$ cat config.mk
export PLATFORM = sky130hd
export DESIGN_NAME = ftfe_pix
export DESIGN_NICKNAME = d
export VERILOG_FILES = /design/src/hw/rtl/ftfe_pkg.sv /design/src/hw/rtl/ftfe_pix.sv
export SDC_FILE = /design/constraint.sdc
export NUM_CORES = 1
export LEC_CHECK = 0
export ABC_AREA = 1
export BUFFER_PORTS_ARGS = -buffer_cell sky130_fd_sc_hd__buf_2
export CORE_MARGIN = 1.5
export CORE_UTILIZATION = 28
export DETAILED_ROUTE_END_ITERATION = 10
export SYNTH_ARGS = -nofsm -noshare
export SYNTH_HDL_FRONTEND = slang
export SYNTH_SLANG_ARGS = --single-unit
export TNS_END_PERCENT = 20
$ cat constraint.sdc
create_clock -name vclk -period 16.8
set_clock_uncertainty 0.15 [all_clocks]
set_input_delay 3.36 -clock vclk [all_inputs]
set_output_delay 3.36 -clock vclk [all_outputs]
set_load 0.02 [all_outputs]
$ cat src/hw/rtl/ftfe_pkg.sv
// Shared types, constants and codes for the falling trail frame effect.
`default_nettype none
package ftfe_pkg;

  localparam int COLUMNS_DEF = 32;
  localparam int ROWS_DEF    = 8;

  localparam int PIX_W     = 24;
  localparam int CH_W      = 8;
  localparam int FADE_W    = 9;
  localparam int CFG_IDX_W = 2;
  localparam int CFG_W     = 24;

  localparam logic [PIX_W-1:0]  HEAD_RST  = 24'hAFFFAF;
  localparam logic [PIX_W-1:0]  TRAIL_RST = 24'h1B8227;
  localparam logic [FADE_W-1:0] FADE_RST  = 9'd192;

  typedef enum logic [1:0] {
    KIND_CLEAR = 2'd0,
    KIND_STEP  = 2'd1,
    KIND_READ  = 2'd2,
    KIND_NONE  = 2'd3
  } kind_t;

  typedef enum logic [CFG_IDX_W-1:0] {
    REG_HEAD  = 2'd0,
    REG_TRAIL = 2'd1,
    REG_FADE  = 2'd2
  } reg_idx_t;

  typedef enum logic [2:0] {
    ST_INIT,
    ST_IDLE,
    ST_CLEAR,
    ST_STEP,
    ST_READ,
    ST_DONE
  } state_t;

  typedef struct packed {
    kind_t       kind;
    logic        spawn;
    logic [4:0]  spawn_column;
    logic [4:0]  read_column;
    logic [2:0]  read_row;
  } in_beat_t;

  typedef struct packed {
    logic [CH_W-1:0] red;
    logic [CH_W-1:0] green;
    logic [CH_W-1:0] blue;
  } out_beat_t;

  typedef struct packed {
    logic row1;
    logic spawn_hit;
  } pix_ctl_t;

endpackage
`default_nettype wire

$ cat src/hw/rtl/ftfe_pix.sv
// Pixel update datapath: head substitution, per-channel fade, head overrides.
`default_nettype none
module ftfe_pix (
  input  wire logic [ftfe_pkg::PIX_W-1:0]  src,
  input  wire logic [ftfe_pkg::PIX_W-1:0]  head_color,
  input  wire logic [ftfe_pkg::PIX_W-1:0]  trail_rgb,
  input  wire logic [ftfe_pkg::FADE_W-1:0] fade_numerator,
  input  wire ftfe_pkg::pix_ctl_t          ctl,
  output logic      [ftfe_pkg::PIX_W-1:0]  dst
);
  import ftfe_pkg::*;

  function automatic logic [CH_W-1:0] fade_ch(input logic [CH_W-1:0] ch,
                                              input logic [FADE_W-1:0] num);
    logic [CH_W+FADE_W-1:0] prod;
    logic [FADE_W-1:0]      sh;
    prod = (CH_W+FADE_W)'(ch) * (CH_W+FADE_W)'(num);
    sh   = prod[CH_W+FADE_W-1:CH_W];
    return sh[FADE_W-1] ? {CH_W{1'b1}} : sh[CH_W-1:0];
  endfunction

  logic             is_head;
  logic [PIX_W-1:0] base;
  logic [PIX_W-1:0] faded;

  always_comb begin
    is_head = (src == head_color);
    base    = is_head ? trail_rgb : src;
    faded   = {fade_ch(base[23:16], fade_numerator),
               fade_ch(base[15:8], fade_numerator),
               fade_ch(base[7:0], fade_numerator)};
    if ((ctl.row1 && is_head) || ctl.spawn_hit) begin
      dst = head_color;
    end else begin
      dst = faded;
    end
  end

endmodule
`default_nettype wire

==> results of run 1 <==
-- layout by cell type, fill, tap and decap left out, types with 5 or more instances in the layout --
master   instances
inv_1          247
nor2_1         244
nand2_1        227
fa_1           123
buf_2          107
ha_1           102
a21oi_1         53
nand3_1         37
o21ai_1         18
o21ai_0         16
nand2_2         10
xor2_1          10
xnor2_1          9
or2_2            9
nor3_1           8
inv_2            7
nor2_2           6
nand4_1          5
o21a_1           5
buf_4            5
-- critical path: cells and delay by family --
family,cells,cell delay (ns)
adder cells (fa/ha/maj),5,2.31
AO/OA/AOI/OAI,5,2.13
AND/OR/NAND/NOR,11,1.65
buffers and inverters,7,0.50
-- power by group through the flow --
stage	clock, µW	combinational [µW]	sequential (µW)
final	0.0000160	834	0
after global routing	0.0000160	958	0
after CTS	0	840	0
after detailed placement	0	830	0
after global placement	0	832	0
after floorplan	0	620	0
-- cells by family after synthesis --
family,share of synthesized area [%]
xor gates and xnor gates,2.11
muxes,0.127
and+or+nand+nor,29.5
AOI/OAI and AO/OA,7.47
adders and majority gates,47.5
buffers and inverters,13.3
-- cell type report --
class | instances | area, µm² | share of cell area, %
antenna | 2 | 5.00 | 0.0566
inverter | 256 | 961 | 10.9
multi-input combinational | 908 | 6820 | 77.2
tap | 378 | 473 | 5.35
timing repair buffer | 112 | 573 | 6.49
-- per-layer routing --
metal  vias up  part of all wire, %  GRT usage (%)
met5         -                    0              0
li1       3766                    -              -
met1      3625                   45           20.6
met3        20                  3.0          0.393
met2       137                   50           28.2
met4         0                  1.3           2.04
-- Yosys cell counts --
master,number
nand2_1,227
a221oi_1,1
a21oi_2,2
or2_2,9
a22oi_1,4
o221a_2,3
xnor2_1,9
buf_1,1
a2111oi_0,2
o21bai_1,1
nand3_4,1
mux2i_1,1
nand4_1,5
ha_1,102
fa_1,123
nand2_4,2
o21ai_1,18
nor2_1,244
nor3_1,8
clkbuf_1,19
nor3b_1,1
nand2_2,10
o21ai_0,16
nor2_8,1
buf_6,1
inv_1,247
o21a_1,5
nand3_2,2
clkinv_1,2
a21oi_1,53
nor2_4,4
nor2_2,6
xor2_1,10
nand3_1,37
nand3b_1,1
inv_2,7
-- worst max-delay path by stage --
stage | endpoint | slack (ns) | depth (start not counted)
2_1_floorplan | dst[17] | 4.54 | 27
3_3_place_gp | dst[23] | 3.33 | 28
3_5_place_dp | dst[21] | 3.24 | 28
4_1_cts | dst[21] | 3.25 | 28
5_1_grt | dst[19] | 2.69 | 28
6_report | dst[21] | 3.29 | 28
-- metrics by stage --
step	area [µm²]	hold slack [ns]	setup WS, ns	power (µW)	utilization, %
6_report	8840	6.96	3.29	834	31.9
5_1_grt	8840	6.99	2.69	958	31.9
4_1_cts	8830	6.97	3.25	840	31.9
3_5_place_dp	8830	6.96	3.24	830	31.9
3_3_place_gp	8830	6.96	3.33	832	31.9
2_1_floorplan	7870	6.75	4.54	620	-
==> summary.md, run 1 <==
| Metric | Value |
|---|---|
| Status | `completed` |
| Mapped Cells | `1185` |
| Most used cell, CP | `nor2_1` |
| Gr ovfl total | `0` |
| # setup viols final | `0` |
| Final hold violation count | `0` |
| IO buf count | `107` |
| Die X-Extent | `171 µm` |
| First-pass GRT wire length | `36600 µm` |
| Postcts setup bufs | `0` |
| Largest net degree at the start of global routing | `43` |
| Dpl cells | `1654` |
| Synthesis Warnings | `0` |
| Total GRT Usage | `15.4%` |
| Switching fraction of total power | `63.1%` |
| Initial Utilization | `28.4%` |
| DR pass1 iterations | `5` |
| Crit end category | `output port` |
| DP Wirelength | `18600 µm` |
| Critical path class | `in2out` |
| Initial antenna violation count | `2` |
| RSZ-0062 raised after global routing | `false` |
| Worst-Margin Slew | `0.941 ns` |
| Clock share of power | `0%` |
| Maximum clock frequency | `74.0 MHz` |
| Reg area | `0 µm²` |
| Die ar. | `0.0291 mm²` |
| Post-Syn Area | `0.00787 mm²` |
| Library cells used by synthesis | `36` |
| WHS Endpoint | `dst[21]` |
| Int Pwr | `308 µW` |
| CLK BUF | `0` |
| Rel. slew slack | `35.5%` |
| Setup TNS | `0 ns` |
| Core Box Area | `0.0277 mm²` |
| Via count | `7548` |
| Fillers | `3059` |
| Hold Path Class | `in2out` |
| Worst setup SP type | `input port` |
| CP max stage delay | `0.95 ns` |
| Nets@finish | `1586` |
| Max-cap viol count | `0` |
| Final wirelength | `22000 µm` |
| Min cycle time layout | `13.51 ns` |
| # IOs | `107` |
| Area grow syn2layout | `12.3%` |
| VDD IR max | `53.2 µV` |
| Post-cts resize count | `0` |
| Hold Path Origin | `head_color[21]` |
| Arrival time of the worst setup path | `10.00 ns` |
| Slew Viols, Final | `0` |
| Sequential power share | `0%` |
| Routability Congestion | `0.890` |
| Share of the synthesized area in the top cell type | `31.3%` |
| Antenna viol nets, final | `0` |
| Slowest CP cell | `o21ai_1` |
| Drt drc | `0` |
| Sequential cell count | `0` |
| Crit share post-route | `80.4%` |
| Cts hold-fix bufs | `0` |
| Worst setup startpoint | `src[23]` |
| Hold Path Stages | `4` |
| Layout cells sized above 1 | `12.5%` |
| Non-Filler Instances | `1656` |
| Vias in the first global route | `7590` |
| Synth area leader | `fa_1` |
| Die H | `171 µm` |
| Combinational power share | `100.0%` |
| Leakage power | `0.00514 µW` |
| Worst EP required | `13.29 ns` |
| P per Cell Area | `94.4 mW/mm²` |
| WL/cell | `13.3 µm` |
| Vias per inst | `4.56` |
| Mean Syn Cell Area | `6.64 µm²` |
| Seq/Total Area, Yosys | `0%` |
| Row count | `61` |
| DRT iter0 DRCs | `469` |
| Critical path fanouts, max | `42` |
| Sw power | `526 µW` |
| Synth area leaders | `fa_1 (31%), ha_1 (16%), inv_1 (12%)` |
| Mapped Nets | `1493` |
(Power assumes the default switching activity.)
==> run 2: changes to the inputs <==
- ABC_AREA: 1 -> 0
- clock period: 16.8 -> 14 ns (I/O delays scaled with it)
==> run 2 against run 1 <==
Combinational power is 3.0% higher. Non-clock buffer count is 8 higher. Global-route usage shrank 0.84 points. Critical path type unchanged. Largest cell class unchanged.
==> summary.md, run 2 <==
| Metric | Value |
|---|---|
| Critical path class | `in2out` |
| Share of the synthesized area in the top cell type | `32.7%` |
| Row count | `59` |
| RSZ-0062 raised after global routing | `false` |
| Sequential cell count | `0` |
| Met1 global-route usage | `20.2%` |
| VDD IR max | `115 µV` |
| Crit share post-route | `94.7%` |
| Most frequent cell after synthesis | `nor2b_1` |
| Synth area leader | `fa_1` |
| Via count | `6077` |
| Total GRT Usage | `14.6%` |
| Arrival time of the worst setup path | `10.31 ns` |
| Synth area leaders | `fa_1 (33%), ha_1 (17%), nor2b_1 (15%)` |
| # IOs | `107` |
| Die ar. | `0.0279 mm²` |
| Die H | `167 µm` |
| Min cycle time layout | `13.26 ns` |
| Worst setup SP type | `input port` |
| Critical path fanouts, max | `14` |
| Drt drc | `0` |
| Mapped Cells | `859` |
| Antenna viol nets, final | `0` |
| Met2 usage | `25.6%` |
| Synthesis Warnings | `0` |
| Critical path's top delay family | `simple AND/OR/NAND/NOR gates` |
| Worst EP required | `11.05 ns` |
| Antenna cell count | `0` |
| Sw power | `492 µW` |
| Area grow syn2layout | `13.0%` |
| Initial antenna violation count | `0` |
| Slew Viols, Final | `0` |
| Die X-Extent | `167 µm` |
| Mean Syn Cell Area | `8.78 µm²` |
| Clock share of power | `0%` |
| Nets@finish | `1266` |
| Dpl cells | `1291` |
| Postcts setup bufs | `0` |
| Worst-path cell chain | `buf_2, xor2_1, nor4_1, nand4_1, nor2_4, buf_4, mux2i_1, nor2b_1, fa_1, fa_1, fa_1, inv_1, fa_1, inv_1, ha_1, and3_1, and2_1, and3_1, a22o_1, o21ai_0, a21oi_1, nand3b_1, o22a_1, buf_2` |
| Mapped Nets | `1167` |
| Status | `completed` |
| Fillers | `2766` |
| Leakage power | `0.00434 µW` |
| Setup TNS | `0 ns` |
| Largest net degree at the start of global routing | `25` |
| Vias per inst | `4.71` |
| Commonest non-fill, non-tap cell in the layout | `nor2b_1` |
| PnR worst setup slack | `0.739 ns` |
| Max-cap viol count | `0` |
| Post-synth top cells | `nor2b_1 (181), inv_1 (144), fa_1 (123)` |
| Final hold violation count | `0` |
| Hold Path Class | `in2out` |
| Core Box Area | `0.0262 mm²` |
| Layout cells sized above 1 | `14.6%` |
| Slowest CP cell | `mux2i_1` |
| Design Area, Final | `0.00852 mm²` |
| Sequential power share | `0%` |
| DP Wirelength | `16700 µm` |
| Most used routing layer | `met2` |
| Post-cts resize count | `0` |
| Seq/Total Area, Yosys | `0%` |
| Maximum clock frequency | `75.4 MHz` |
| Routability Congestion | `0.883` |
| DRT iter0 DRCs | `283` |
| WL/cell | `15.4 µm` |
| First-pass GRT wire length | `32900 µm` |
| Most used cell, CP | `fa_1` |
| Combinational power share | `100.0%` |
| Library cells used by synthesis | `57` |
| Reg area | `0 µm²` |
| Worst-Margin Slew | `0.953 ns` |
| DR pass1 iterations | `4` |
| Vias in the first global route | `6276` |
| CLK BUF | `0` |
| IO buf count | `107` |
| Switching fraction of total power | `57.3%` |
| CP max stage delay | `0.83 ns` |
| Initial Utilization | `28.8%` |
| Int Pwr | `367 µW` |
| Area after DPL | `0.00852 mm²` |
| Cts hold-fix bufs | `0` |
| Worst path bufs/invs | `5` |
| Post-Syn Area | `0.00754 mm²` |
| GR Util met3 | `0.449%` |
| Pre-CTS WS | `0.736 ns` |
| Final wirelength | `19900 µm` |
| # setup viols final | `0` |
| Non-Filler Instances | `1291` |
| Rel. slew slack | `34.6%` |
| P per Cell Area | `101 mW/mm²` |
| Most frequent cells in the layout | `nor2b_1 (181), inv_1 (144), fa_1 (123)` |
| Crit end category | `output port` |
| Gr ovfl total | `0` |
## run 2: changes by cell type after synthesis, sizes merged, moves of 11 or more
cell    before  now
a21o         0   15
a21oi       55   19
a31oi        0   12
inv        254  144
mux2i        1   25
nand2      239   20
nand2b       0   30
nand3       40    8
nor2       255   23
nor2b        0  181
o21ai       34    7
o22a         0   11
xor2        10   32
## run 2: cell families after synthesis
kind of cell / share of synthesized area, %
muxes: 3.32
and+or+nand+nor: 23.6
buffers and inverters: 8.35
adders and majority gates: 49.6
AOI/OAI and AO/OA: 9.43
xor gates and xnor gates: 5.68
## run 2: cell type report
type,count,area (µm²),share of cell area [%]
multi-input combinational,692,6930,81.3
inverter,144,541,6.34
tap,335,419,4.92
timing repair buffer,120,633,7.43
## run 2: path summary, 6_finish.rpt
check  cells past startpoint            from       to
min                        3  head_color[22]  dst[22]
max                       24         src[15]   dst[2]
## run 2: power groups by stage
stage | sequential [µW] | clock, µW | combinational [µW]
finish | 0 | 0 | 859
floorplan | 0 | 0 | 653
detailed placement | 0 | 0 | 856
CTS | 0 | 0 | 863
global placement | 0 | 0 | 853
global route | 0 | 0 | 977
## run 2: routing by layer
layer,part of all wire (%),up-vias
met1,47,3011
met4,1.9,0
li1,-,2951
met5,0,-
met2,49,99
met3,2.5,16
## run 2: stage by stage
step	hold slack (ns)	utilization, %	power, µW
floorplan	5.63	-	653
global placement	5.83	32.5	853
detailed placement	5.82	32.5	856
CTS	5.82	32.5	863
global route	5.84	32.5	977
finish	5.82	32.5	859
==> run 3: changes to the inputs <==
- ABC_AREA: 0 -> 1
- RECOVER_POWER: unset -> 50
==> run 3 against run 2 <==
Flip-flop and latch count is the same. Global-route usage increased by 0.69 points. Largest cell class unchanged. Critical path type unchanged. Worst hold slack better by 0.024 ns.
==> summary.md, run 3 (same netlist as run 1, synthesis figures left out) <==
| Metric | Value |
|---|---|
| Most frequent cells in the layout | `inv_1 (247), nor2_1 (246), nand2_1 (228)` |
| Routability Congestion | `0.890` |
| Die ar. | `0.0291 mm²` |
| Gr ovfl total | `0` |
| CP max stage delay | `1.14 ns` |
| Die H | `171 µm` |
| Largest net degree at the start of global routing | `43` |
| Critical path's top delay family | `adder cells` |
| Slowest CP cell | `o21ai_0` |
| Worst EP required | `11.05 ns` |
| CLK BUF | `0` |
| Rel. slew slack | `18.0%` |
| Critical path fanouts, max | `42` |
| Drt drc | `0` |
| Arrival time of the worst setup path | `9.71 ns` |
| DP Wirelength | `18600 µm` |
| Pre-CTS WS | `1.62 ns` |
| Setup TNS | `0 ns` |
| Critical path class | `in2out` |
| IO buf count | `107` |
| Layout cells sized above 1 | `11.8%` |
| Via count | `7490` |
| Final wirelength | `21900 µm` |
| Vias per inst | `4.53` |
| DR pass1 iterations | `5` |
| Multi-input gate area | `0.00681 mm²` |
| PnR worst setup slack | `1.34 ns` |
| Crit share post-route | `90.4%` |
| Leakage power | `0.00512 µW` |
| Sequential cell count | `0` |
| RSZ-0062 raised after global routing | `false` |
| Vias in the first global route | `7504` |
| Total GRT Usage | `15.2%` |
| Max-cap viol count | `0` |
| Crit end category | `output port` |
| # IOs | `107` |
| P per Cell Area | `113 mW/mm²` |
| # setup viols final | `0` |
| Slew Viols, Final | `0` |
| Fillers | `3067` |
| Cts hold-fix bufs | `0` |
| Hold Path Class | `in2out` |
| Hold Path Stages | `4` |
| WL/cell | `13.3 µm` |
| VDD IR max | `66.2 µV` |
| WHS Endpoint | `dst[22]` |
| Worst path bufs/invs | `7` |
| Postcts setup bufs | `0` |
| Core Box Area | `0.0277 mm²` |
| Nets@finish | `1586` |
| Area grow syn2layout | `11.9%` |
| Row count | `61` |
| Reg area | `0 µm²` |
| Min cycle time layout | `12.66 ns` |
| Worst-Margin Slew | `1.22 ns` |
| Hold Path Origin | `head_color[22]` |
| Worst setup SP type | `input port` |
| Commonest non-fill, non-tap cell in the layout | `inv_1` |
| Die X-Extent | `171 µm` |
| First-pass GRT wire length | `36200 µm` |
| Initial Utilization | `28.4%` |
| Status | `completed` |
| Most used cell, CP | `nor2_1` |
| Antenna viol nets, final | `0` |
| Initial antenna violation count | `0` |
| Final core occ | `31.8%` |
| Post-cts resize count | `0` |
| Final hold violation count | `0` |
| Maximum clock frequency | `79.0 MHz` |
| Antenna cell count | `0` |
| DRT iter0 DRCs | `336` |
[run 3: through the flow]
stage	std cells	instance area, µm²	power, µW	hold WS, ns
floorplan	1185	7870	744	5.63
global placement	1654	8830	999	5.84
detailed placement	1654	8830	998	5.85
CTS	1654	8830	1010	5.85
global route	1654	8810	1150	5.87
finish	1654	8810	999	5.85
[run 3: worst max path at each step]
stage,from,endpoint,slack (ns),depth (start not counted)
final,head_color[22],dst[13],1.34,28
after global routing,src[23],dst[13],0.59,28
after CTS,src[23],dst[19],1.57,28
after detailed placement,head_color[23],dst[19],1.62,28
after global placement,src[23],dst[23],1.65,28
after floorplan,src[18],dst[17],2.86,27
[run 3: layout make-up]
class	count	share of cell area, %
inverter	256	10.9
multi-input combinational	908	77.3
timing repair buffer	112	6.42
tap	378	5.37
[run 3: where the power goes]
part / leakage [µW] / switching (µW) / total [µW] / internal, µW
registers: 0 / 0 / 0 / 0
clock network: 0 / 0 / 0 / 0
logic: 0.00512 / 633 / 999 / 366
total: 0.00512 / 633 / 999 / 366
[run 3: routing by layer]
layer | track usage, % | up-vias | wire (µm)
met5 | 0 | - | 0
met4 | 1.35 | 0 | 153
met3 | 0.440 | 16 | 602
met2 | 28.0 | 131 | 11200
met1 | 20.5 | 3580 | 9960
li1 | - | 3763 | -
[run 3: worst min-delay path: stages]
cell and delay [ns]:
buf_2 0.10, nor2_1 0.05, nor2_1 0.08, buf_2 0.17
